===== src/sv/assert_macros.svh =====
// Assertion macros shared by the cache simulator RTL.
`ifndef ASSERT_MACROS_SVH
`define ASSERT_MACROS_SVH
`ifndef SYNTHESIS
`define ASSERT_IMP(lbl, clk, rstn, ante, cons) \
  lbl: assert property (@(posedge clk) disable iff (!rstn) (ante) |-> (cons)) \
    else $error("assertion failed");
`define ASSERT_NXT(lbl, clk, rstn, ante, cons) \
  lbl: assert property (@(posedge clk) disable iff (!rstn) (ante) |=> (cons)) \
    else $error("assertion failed");
`else
`define ASSERT_IMP(lbl, clk, rstn, ante, cons)
`define ASSERT_NXT(lbl, clk, rstn, ante, cons)
`endif
`endif


===== src/sv/sacl_pkg.sv =====
// Shared types, codes and constants of the set-associative cache simulator.
package sacl_pkg;

  localparam int DEF_MAX_SET_BITS  = 8;
  localparam int DEF_MAX_WAYS      = 8;
  localparam int DEF_ADDRESS_WIDTH = 64;
  localparam int DEF_AGE_WIDTH     = 32;

  localparam int ADDR_PORT_W = 64;
  localparam int CNT_W       = 32;
  localparam int ACT_W       = 2;
  localparam int CFG_IDX_W   = 2;
  localparam int CFG_DATA_W  = 6;
  localparam int SEFF_W      = 5;
  localparam int SHAMT_W     = 7;

  localparam logic [ACT_W-1:0] ACT_LOAD   = 2'd0;
  localparam logic [ACT_W-1:0] ACT_STORE  = 2'd1;
  localparam logic [ACT_W-1:0] ACT_MODIFY = 2'd2;
  localparam logic [ACT_W-1:0] ACT_FETCH  = 2'd3;

  localparam logic [CFG_IDX_W-1:0] CFG_SET_BITS   = 2'd0;
  localparam logic [CFG_IDX_W-1:0] CFG_WAYS       = 2'd1;
  localparam logic [CFG_IDX_W-1:0] CFG_BLOCK_BITS = 2'd2;

  localparam logic [3:0] RST_SET_BITS   = 4'd4;
  localparam logic [3:0] RST_WAYS       = 4'd1;
  localparam logic [5:0] RST_BLOCK_BITS = 6'd4;

  typedef enum logic [1:0] {
    ST_IDLE,
    ST_READ,
    ST_EVAL,
    ST_WRITE
  } sacl_state_e;

  typedef struct packed {
    logic load;
    logic rd;
    logic eval;
    logic commit;
    logic last;
  } sacl_cmd_t;

endpackage


===== src/sv/sacl_ctrl.sv =====
// Access sequencer: steps each load, store or modify word through read, evaluate and write-back; a fetch is dropped.
module sacl_ctrl (
  input  logic                              clk_i,
  input  logic                              rst_ni,
  input  logic                              start_i,
  input  logic [sacl_pkg::ACT_W-1:0]        action_i,
  output logic                              busy_o,
  output sacl_pkg::sacl_cmd_t               cmd_o
);
  import sacl_pkg::*;

  sacl_state_e state_q, state_d;
  logic        two_q, two_d;
  logic        second_q, second_d;
  logic        more_pass;

  assign more_pass = two_q && !second_q;

  always_ff @(posedge clk_i or negedge rst_ni) begin
    if (!rst_ni) begin
      state_q  <= ST_IDLE;
      two_q    <= 1'b0;
      second_q <= 1'b0;
    end else begin
      state_q  <= state_d;
      two_q    <= two_d;
      second_q <= second_d;
    end
  end

  always_comb begin
    state_d  = state_q;
    two_d    = two_q;
    second_d = second_q;
    unique case (state_q)
      ST_IDLE: begin
        if (start_i && (action_i != ACT_FETCH)) begin
          state_d  = ST_READ;
          two_d    = (action_i == ACT_MODIFY);
          second_d = 1'b0;
        end
      end
      ST_READ:  state_d = ST_EVAL;
      ST_EVAL:  state_d = ST_WRITE;
      ST_WRITE: begin
        if (more_pass) begin
          state_d  = ST_READ;
          second_d = 1'b1;
        end else begin
          state_d = ST_IDLE;
        end
      end
      default: state_d = ST_IDLE;
    endcase
  end

  always_comb begin
    cmd_o  = '0;
    busy_o = 1'b1;
    unique case (state_q)
      ST_IDLE: begin
        busy_o     = 1'b0;
        cmd_o.load = start_i;
      end
      ST_READ:  cmd_o.rd = 1'b1;
      ST_EVAL:  cmd_o.eval = 1'b1;
      ST_WRITE: begin
        cmd_o.commit = 1'b1;
        cmd_o.last   = !more_pass;
      end
      default: busy_o = 1'b1;
    endcase
  end

endmodule


===== config.mk =====
export PLATFORM = sky130hd
export DESIGN_NAME = sacl_ctrl
export DESIGN_NICKNAME = d
export VERILOG_FILES = /design/src/sv/assert_macros.svh /design/src/sv/sacl_pkg.sv /design/src/sv/sacl_ctrl.sv
export SDC_FILE = /design/constraint.sdc
export NUM_CORES = 1
export LEC_CHECK = 0
export BUFFER_PORTS_ARGS = -buffer_cell sky130_fd_sc_hd__buf_2
export CORE_AREA = 3 3 40 42
export CTS_CLUSTER_SIZE = 14
export DETAILED_ROUTE_END_ITERATION = 10
export DIE_AREA = 0 0 43 45
export GPL_TIMING_DRIVEN = 0
export PLACE_DENSITY = 0.41
export SLEW_MARGIN = 20
export SYNTH_ARGS = -nofsm -noshare
export SYNTH_HDL_FRONTEND = slang
export SYNTH_SLANG_ARGS = --single-unit

===== constraint.sdc =====
create_clock -name clk_i -period 2 [get_ports clk_i]
set_clock_uncertainty 0.2 [all_clocks]
set_input_delay 0.1 -clock clk_i [delete_from_list [all_inputs] [get_ports clk_i]]
set_output_delay 0.1 -clock clk_i [all_outputs]
set_load 0.03 [all_outputs]

==> run metrics, run 1 <==
final hold vios 0; Clock Root Buffer clkbuf_4; CP max stage delay 0.57 ns; most common cell after layout, fill and taps aside buf_2; fmax 522 MHz; Clock power frac 12.6%; gpl congestion 0.747; Detailed Place HPWL 552 µm; sequential power share 23.3%; Initial Util 24.7%; CP required 1.91 ns; Finished Layout Cells 64; worst r2r dst two_q$_DFFE_PN0P_; CTS Buf Count 3; Int Power 0.000392 W; sw frac 49.1%; Vias/cell 4.48; first-pass GRT wire length 1170 µm; die span in x 43 µm; Hold Crit Class in -> async; Tcrit/Tclk final 95.8%; combinational share of power 64.2%; DRT iter0 DRCs 4; sw power 0.000378 W; Yosys top cell area share 31.5%; DRC violations left 0; post-synth top area cell dfrtp_1; worst path cell trace inv_1, ha_4, nand2_1, nor2_1, o22a_1, dlygate4sd3_1; crit path max fanout 5; final slew viol count 0; commonest cells after routing, fill and taps aside buf_2, ha_1, inv_1, o21ai_0; FF-to-FF Start state_q[1]$_DFFE_PN0P_; Routed WL 675 µm; drt pass-1 iters 3; Yosys Warn Count 0; routed length per instance 10.5 µm; Port Buffers 10; CTS tree built; largest net degree at the start of global routing 7; Setup violations, final 0; fraction of layout cells with a size suffix above 1 40.8%; Power Dens Cells 1700 mW/mm²; DRT antenna net count 0; Least-Margin Pin Slew 0.212 ns; initial antenna violation count 0; via count 287; peak supply drop 0.000538 V; Net Count, Synth 44; placed instance area 387 µm²; leakage 0.236 nW; Worst setup startpoint state_q[1]$_DFFE_PN0P_; Max Buffers Root-to-Sink 2; status finished clean; Worst setup SP type register; crit end category register; CP max stage cell dlygate4sd3_1; Final WS setup 0.0834 ns; FF-to-FF path depth 6; row cnt 13; Placed Instances 58; Worst-Skew Late Latency 0.23 ns; post-CTS setup buffer count 0; sum of buffers and inverters on the critical path 2; Sink Count 4; I/O pin count 11; Synth area leaders dfrtp_1, ha_1, o21ai_0, a311oi_2, inv_1; Yosys cell types 16; Synth Register Bits 4; WP data arrival 1.82 ns; Post-Syn Area 318 µm²; reported max-cap violation count 0; FF-to-FF setup slack 0.08 ns; sequential cell area fraction in the yosys report 31.5%; number of global-route vias before repair 289; Reg clk slew, reported paths 0.04 ns; Net count, final 62; post-route cell area 453 µm²; GRT overflow 0; Chip Height 45 µm; syn avg cell area 9.63 µm²; RSZ-0062 raised after global routing no; htree depth 1; Tot GR Track Use 8.77%; clock period minus worst slack 1.92 ns; area delta synth->final 42.5%; relative slew slack 85.9%; Die ar. 0.00194 mm²; core area 0.00128 mm²; Setup WS pre-CTS 0.251 ns; Cells after Synth 33; critical path class reg -> reg; # diodes 0; setup TNS 0 ns; CP top delay family buffers and inverters
final cells by class:
| type | count | area (µm²) |
|---|---|---|
| clock buffer | 3 | 22.5 |
| buffer | 1 | 7.51 |
| multi-input combinational | 24 | 208 |
| tap | 15 | 18.8 |
| timing repair buffer | 13 | 80.1 |
| sequential | 4 | 101 |
| inverter | 4 | 15.0 |
| fill | 148 | 832 |
what timing repair did:
| item | in CTS | in global routing |
|---|---|---|
| hold buffers | 3 | 0 |
| endpoints found under the setup margin | 0 | 1 |
| gates resized for setup | 0 | 3 |
| endpoints found under the hold margin | 5 | 0 |
cell usage after synthesis:
| master | n |
|---|---|
| a21bo_2 | 1 |
| a21boi_0 | 1 |
| a311oi_2 | 1 |
| and2_2 | 1 |
| buf_4 | 1 |
| dfrtp_1 | 4 |
| ha_1 | 6 |
| inv_1 | 4 |
| mux2i_1 | 1 |
| nand2_1 | 3 |
| nand2_4 | 1 |
| nor2_1 | 2 |
| nor3_1 | 1 |
| o21ai_0 | 4 |
| o22a_1 | 1 |
| or3_1 | 1 |
per-layer routing:
| layer | wire [µm] | track usage [%] | vias to the layer above |
|---|---|---|---|
| li1 | - | - | 143 |
| met1 | 267 | 8.27 | 136 |
| met2 | 354 | 14.7 | 8 |
| met3 | 53 | 7.57 | 0 |
| met4 | 0 | 1.81 | 0 |
| met5 | 0 | 0 | - |
through the flow:
stage	util [%]	hold slack, ns	power [W]
2_1_floorplan	-	-0.396	0.000528
3_3_place_gp	30.1	-0.291	0.000625
3_5_place_dp	30.1	-0.289	0.000632
4_1_cts	34.2	0.00449	0.000757
5_1_grt	35.2	0.00214	0.000858
6_report	35.2	0.00374	0.000770
cells by family (layout without fill, tap and decap cells):
family          after synthesis  in the layout  share of synthesized area [%]
mux                           1              1                           3.15
fa+ha+maj                     6              6                           23.6
buf+inv                       5             21                           7.09
simple gates                  9              9                           15.4
compound gates                8              8                           19.3
flops                         4              4                           31.5
power groups by stage:
stage                     logic (W)  registers [W]  clock network (W)
after floorplan            0.000366       0.000162                  0
after global routing       0.000555       0.000188           0.000115
after detailed placement   0.000456       0.000177                  0
after global placement     0.000450       0.000176                  0
after CTS                  0.000480       0.000176           0.000101
final                      0.000494       0.000179          0.0000968
sequential cells by signal, summed over array words and instances, names as in the netlist:
name,count
second_q,1
state_q,2
two_q,1
worst max path at each step:
stage | slack, ns | endpoint | cells past startpoint
finish | 0.08 | two_q$_DFFE_PN0P_ | 6
global route | 0.002 | two_q$_DFFE_PN0P_ | 6
CTS | 0.02 | two_q$_DFFE_PN0P_ | 6
detailed placement | 0.25 | second_q$_DFFE_PN0P_ | 6
global placement | 0.27 | second_q$_DFFE_PN0P_ | 6
floorplan | 0.25 | second_q$_DFFE_PN0P_ | 6
worst register-to-register path: stages, from the launching register on:
cell,delay [ns]
dfrtp_1,0.41
inv_1,0.13
ha_4,0.19
nand2_1,0.08
nor2_1,0.04
o22a_1,0.17
dlygate4sd3_1,0.57
No activity file was read; power rests on OpenSTA's default activity.
==> run 2, diff against run 1 <==
--- a/config.mk
+++ b/config.mk
@@ -7,6 +7,7 @@
 export LEC_CHECK = 0
 export BUFFER_PORTS_ARGS = -buffer_cell sky130_fd_sc_hd__buf_2
 export CORE_AREA = 3 3 40 42
+export CTS_BUF_LIST = sky130_fd_sc_hd__clkbuf_8
 export CTS_CLUSTER_SIZE = 14
 export DETAILED_ROUTE_END_ITERATION = 10
 export DIE_AREA = 0 0 43 45
==> run metrics, run 2 (synthesis results as in run 1) <==
Worst-Skew Late Latency 0.21 ns; largest net degree at the start of global routing 7; DRC violations left 0; # diodes 0; FF-to-FF Start state_q[1]$_DFFE_PN0P_; CP required 1.88 ns; Top reg by flops state_q; Initial Util 24.7%; Clock Root Buffer clkbuf_8; setup TNS 0 ns; status finished clean; reported max-cap violation count 0; CP max stage delay 0.42 ns; Least-Margin Pin Slew 0.197 ns; post_cts resized 0; DRT iter0 DRCs 4; critical path class reg -> reg; core area 0.00128 mm²; FF-to-FF path depth 6; Power Dens Cells 1760 mW/mm²; Net count, final 61; final hold vios 0; number of global-route vias before repair 270; Chip Height 45 µm; Tcrit/Tclk final 86.2%; CP top delay family flip-flops; Detailed Place HPWL 552 µm; crit end category register; FF-to-FF setup slack 0.28 ns; Sink Count 4; CTS tree built; routed length per instance 10.0 µm; CTS Buf Count 3; crit path capture second_q$_DFFE_PN0P_; Largest register FFs 2; GRT overflow 0; largest registers state_q: 2 flops, second_q: 1 flops, two_q: 1 flops; sum of buffers and inverters on the critical path 2; via count 281; Port Buffers 10; initial antenna violation count 0; Tot GR Track Use 8.02%; crit path max fanout 5; DRT antenna net count 0; Crit path depth 6; clock period minus worst slack 1.72 ns; leakage 0.240 nW; CP max stage cell dfrtp_1; commonest cells after routing, fill and taps aside buf_2, ha_1, inv_1, o21ai_0, dfrtp_1; htree depth 1; drt pass-1 iters 4; Worst setup startpoint state_q[1]$_DFFE_PN0P_; worst path cell trace inv_1, ha_1, inv_1, or3_1, mux2i_1, a311oi_2; WP data arrival 1.60 ns; Vias/cell 4.46; gpl congestion 0.747; I/O pin count 11; Hold Crit Class in -> async; row cnt 13; worst r2r dst second_q$_DFFE_PN0P_; crit-path most repeated cell inv_1; first-pass GRT wire length 1080 µm; fmax 580 MHz; final slew viol count 0; area delta synth->final 40.9%; Power, Total 0.000789 W; die span in x 43 µm; Die ar. 0.00194 mm²; fraction of layout cells with a size suffix above 1 37.5%; Reg clk slew, reported paths 0.03 ns; # fillers 148; Routed WL 631 µm; relative slew slack 86.7%; most common cell after layout, fill and taps aside buf_2; Worst setup SP type register; peak supply drop 0.000554 V; Setup violations, final 0; RSZ-0062 raised after global routing no; Max Buffers Root-to-Sink 2
==> run 2: worst min-delay path by stage <==
stage / end / slack [ns] / cells past startpoint
after floorplan: second_q$_DFFE_PN0P_ / -0.40 / 0
after global placement: second_q$_DFFE_PN0P_ / -0.29 / 1
after detailed placement: second_q$_DFFE_PN0P_ / -0.29 / 1
after CTS: two_q$_DFFE_PN0P_ / 0.02 / 3
after global routing: two_q$_DFFE_PN0P_ / 0.02 / 3
final: second_q$_DFFE_PN0P_ / 0.02 / 2
==> run 2: metrics by stage <==
step | instance area (µm²) | worst slack [ns] | hold WS [ns] | cells | utilization, %
5_1_grt | 448 | 0.105 | 0.0220 | 63 | 34.9
6_report | 448 | 0.276 | 0.0215 | 63 | 34.9
3_5_place_dp | 387 | 0.251 | -0.289 | 58 | 30.1
4_1_cts | 448 | 0.257 | 0.0189 | 63 | 34.9
3_3_place_gp | 387 | 0.274 | -0.291 | 58 | 30.1
2_1_floorplan | 318 | 0.252 | -0.396 | 33 | -
==> run 2: routing by layer <==
layer | vias up | global-route usage (%) | part of all wire [%]
li1 | 141 | - | -
met1 | 129 | 8.27 | 40
met2 | 11 | 12.0 | 49
met3 | 0 | 6.37 | 11
met4 | 0 | 3.61 | 0
met5 | - | 0 | 0
==> run 2: area by class of cell <==
class | count | area [µm²] | area share, %
flip-flops and latches | 4 | 100 | 22.3
well taps | 15 | 18.8 | 4.19
inverters | 4 | 15.0 | 3.35
clock buffers | 3 | 41.3 | 9.22
plain buffers | 1 | 7.51 | 1.68
multi-input cells | 24 | 195 | 43.6
repair buffers | 12 | 70.1 | 15.6
==> run 2: report_power, final <==
part | internal (W) | leakage [nW] | total (W) | switching (W)
clock network | 0.000128 | 0.0216 | 0.000165 | 0.0000373
registers | 0.000126 | 0.0480 | 0.000176 | 0.0000494
logic | 0.000169 | 0.171 | 0.000449 | 0.000279
total | 0.000423 | 0.240 | 0.000789 | 0.000366
==> run 2: timing repair <==
| item | in CTS | in global routing |
|---|---|---|
| endpoints found under the hold margin | 5 | 0 |
| endpoints found under the setup margin | 0 | 0 |
| hold buffers | 2 | 0 |
| buffers inserted | 0 | 0 |
==> run 3, diff against run 2 <==
--- a/config.mk
+++ b/config.mk
@@ -5,6 +5,7 @@
 export SDC_FILE = /design/constraint.sdc
 export NUM_CORES = 1
 export LEC_CHECK = 0
+export ABC_AREA = 1
 export BUFFER_PORTS_ARGS = -buffer_cell sky130_fd_sc_hd__buf_2
 export CORE_AREA = 3 3 40 42
 export CTS_BUF_LIST = sky130_fd_sc_hd__clkbuf_8
==> run metrics, run 3 <==
status finished clean; fmax 546 MHz; initial antenna violation count 0; number of global-route vias before repair 269; Tot GR Track Use 8.03%; Initial Util 24.2%; largest net degree at the start of global routing 7; EDFF count, synth 0; critical path class reg -> reg; reported max-cap violation count 0; Clock Root Buffer clkbuf_8; row cnt 13; CTS Buf Count 3; WP data arrival 1.72 ns; syn avg cell area 7.60 µm²; Synth Register Bits 4; Clock power frac 21.3%; Setup violations, final 0; Net count, final 70; final hold vios 0; area delta synth->final 45.0%; Yosys cell types 10; combinational share of power 57.3%; crit path max fanout 6; Yosys Warn Count 0; setup TNS 0 ns; I/O pin count 11; asr flop ratio synth 100%; Worst setup SP type register; Tcrit/Tclk final 91.5%; sw power 0.000364 W; leakage 0.271 nW; DRT antenna net count 0; htree depth 1; Top reg by flops state_q; gpl congestion 0.668; DRT iter0 DRCs 2; Main synth FF type dfrtp_1; routed length per instance 8.68 µm; post_cts resized 0; multiplexer share of the synthesized area 0%; Vias/cell 4.03; sequential power share 21.5%; fraction of layout cells with a size suffix above 1 26.3%; peak supply drop 0.000491 V; sequential cell area fraction in the yosys report 32.1%; Placed Instances 66; relative slew slack 85.6%; Synth Area in XOR/XNOR 0%; Die ar. 0.00194 mm²; CP required 1.89 ns; commonest cells after routing, fill and taps aside nand2_1, buf_2, inv_1, ha_1, dfrtp_1; Port Buffers 10; RSZ-0062 raised after global routing no; Max Buffers Root-to-Sink 2; Cells after Synth 41; DRC violations left 0; Routed WL 625 µm; die span in x 43 µm; Largest register FFs 2; first-pass GRT wire length 1100 µm; largest registers state_q: 2 flops, second_q: 1 flops, two_q: 1 flops; Yosys top cell area share 32.1%; most frequent cells after synthesis nand2_1, inv_1, ha_1; final slew viol count 0; Int Power 0.000402 W; clock period minus worst slack 1.83 ns; Net Count, Synth 52; Finished Layout Cells 72; Sink Count 4; CTS tree built; Synth Area in Compound Gates 4.82%; Worst-Skew Late Latency 0.21 ns; Post-Synth Adder-Cell Area 24.1%; core area 0.00128 mm²; via count 290; # fillers 137; most common cell after layout, fill and taps aside nand2_1; GRT overflow 0; largest family of logic cells by synthesized area simple AND/OR/NAND/NOR gates; Detailed Place HPWL 504 µm; sw frac 47.5%; Post-Syn Area 312 µm²; Synth area leaders dfrtp_1, ha_1, nand2_1, inv_1, o21ai_0; # diodes 0; post-synth top area cell dfrtp_1; Reg clk slew, reported paths 0.03 ns; most numerous cell in the Yosys netlist nand2_1; Hold Crit Class in -> async; Power Dens Cells 1700 mW/mm²; hold_ws 0.0258 ns; Chip Height 45 µm; drt pass-1 iters 2; simple-gate share of the synthesized area 26.9%; Least-Margin Pin Slew 0.215 ns; crit end category register
## run 3: cell type report
cell class	instances	area (µm²)	share of cell area [%]
multi-input combinational	28	174	38.5
sequential	4	100	22.2
timing repair buffer	13	80.1	17.7
clock buffer	3	41.3	9.14
inverter	8	30.0	6.65
tap	15	18.8	4.16
buffer	1	7.51	1.66
## run 3: worst paths after layout
check | start | endpoint | slack (ns) | cells past startpoint
setup / recovery | state_q[0]$_DFFE_PN0P_ | two_q$_DFFE_PN0P_ | 0.17 | 5
hold / removal | rst_ni | two_q$_DFFE_PN0P_ | 0.03 | 2
setup reg to reg | state_q[0]$_DFFE_PN0P_ | two_q$_DFFE_PN0P_ | 0.17 | 5
hold reg to reg | second_q$_DFFE_PN0P_ | second_q$_DFFE_PN0P_ | 0.27 | 2
max in group asynchronous | rst_ni | state_q[0]$_DFFE_PN0P_ | 1.46 | 2
min in group clk_i | start_i | two_q$_DFFE_PN0P_ | 0.04 | 4
## run 3: worst max-delay path: stages, from the launching register on
cell and delay [ns]:
dfrtp_1 0.44, inv_1 0.11, ha_1 0.25, nand4_1 0.10, dlygate4sd3_1 0.56, nand2_1 0.05
## run 3: timing repair
action                    CTS  global route
setup buffers               0             0
hold buffers                3             0
hold endpoints to repair    5             0
## run 3: logic make-up (layout without fill, tap and decap cells)
logic type               Yosys count  after routing
AO/OA/AOI/OAI                      3              3
adder cells (fa/ha/maj)            6              6
buffers and inverters              9             25
flip-flops                         4              4
AND/OR/NAND/NOR                   19             19
## run 3: metrics by stage
stage	setup WS [ns]	area, µm²	total power, W	util (%)
floorplan	0.625	312	0.000506	-
global placement	0.484	380	0.000611	29.6
detailed placement	0.494	380	0.000606	29.6
CTS	0.183	452	0.000781	35.2
global route	0.0818	452	0.000850	35.2
finish	0.170	452	0.000766	35.2
## run 3: power groups by stage
stage	Sequential, W	Combinational (W)	Clock, W
floorplan	0.000152	0.000354	0
global placement	0.000168	0.000443	0
detailed placement	0.000166	0.000440	0
CTS	0.000165	0.000448	0.000168
global route	0.000172	0.000498	0.000180
finish	0.000165	0.000439	0.000163
## run 3: metal layers
layer | GRT usage [%] | part of all wire, % | vias to the layer above
met3 | 5.98 | 7.7 | 0
met5 | 0 | 0 | -
li1 | - | - | 157
met4 | 1.81 | 0 | 0
met2 | 11.7 | 45 | 8
met1 | 9.51 | 48 | 125
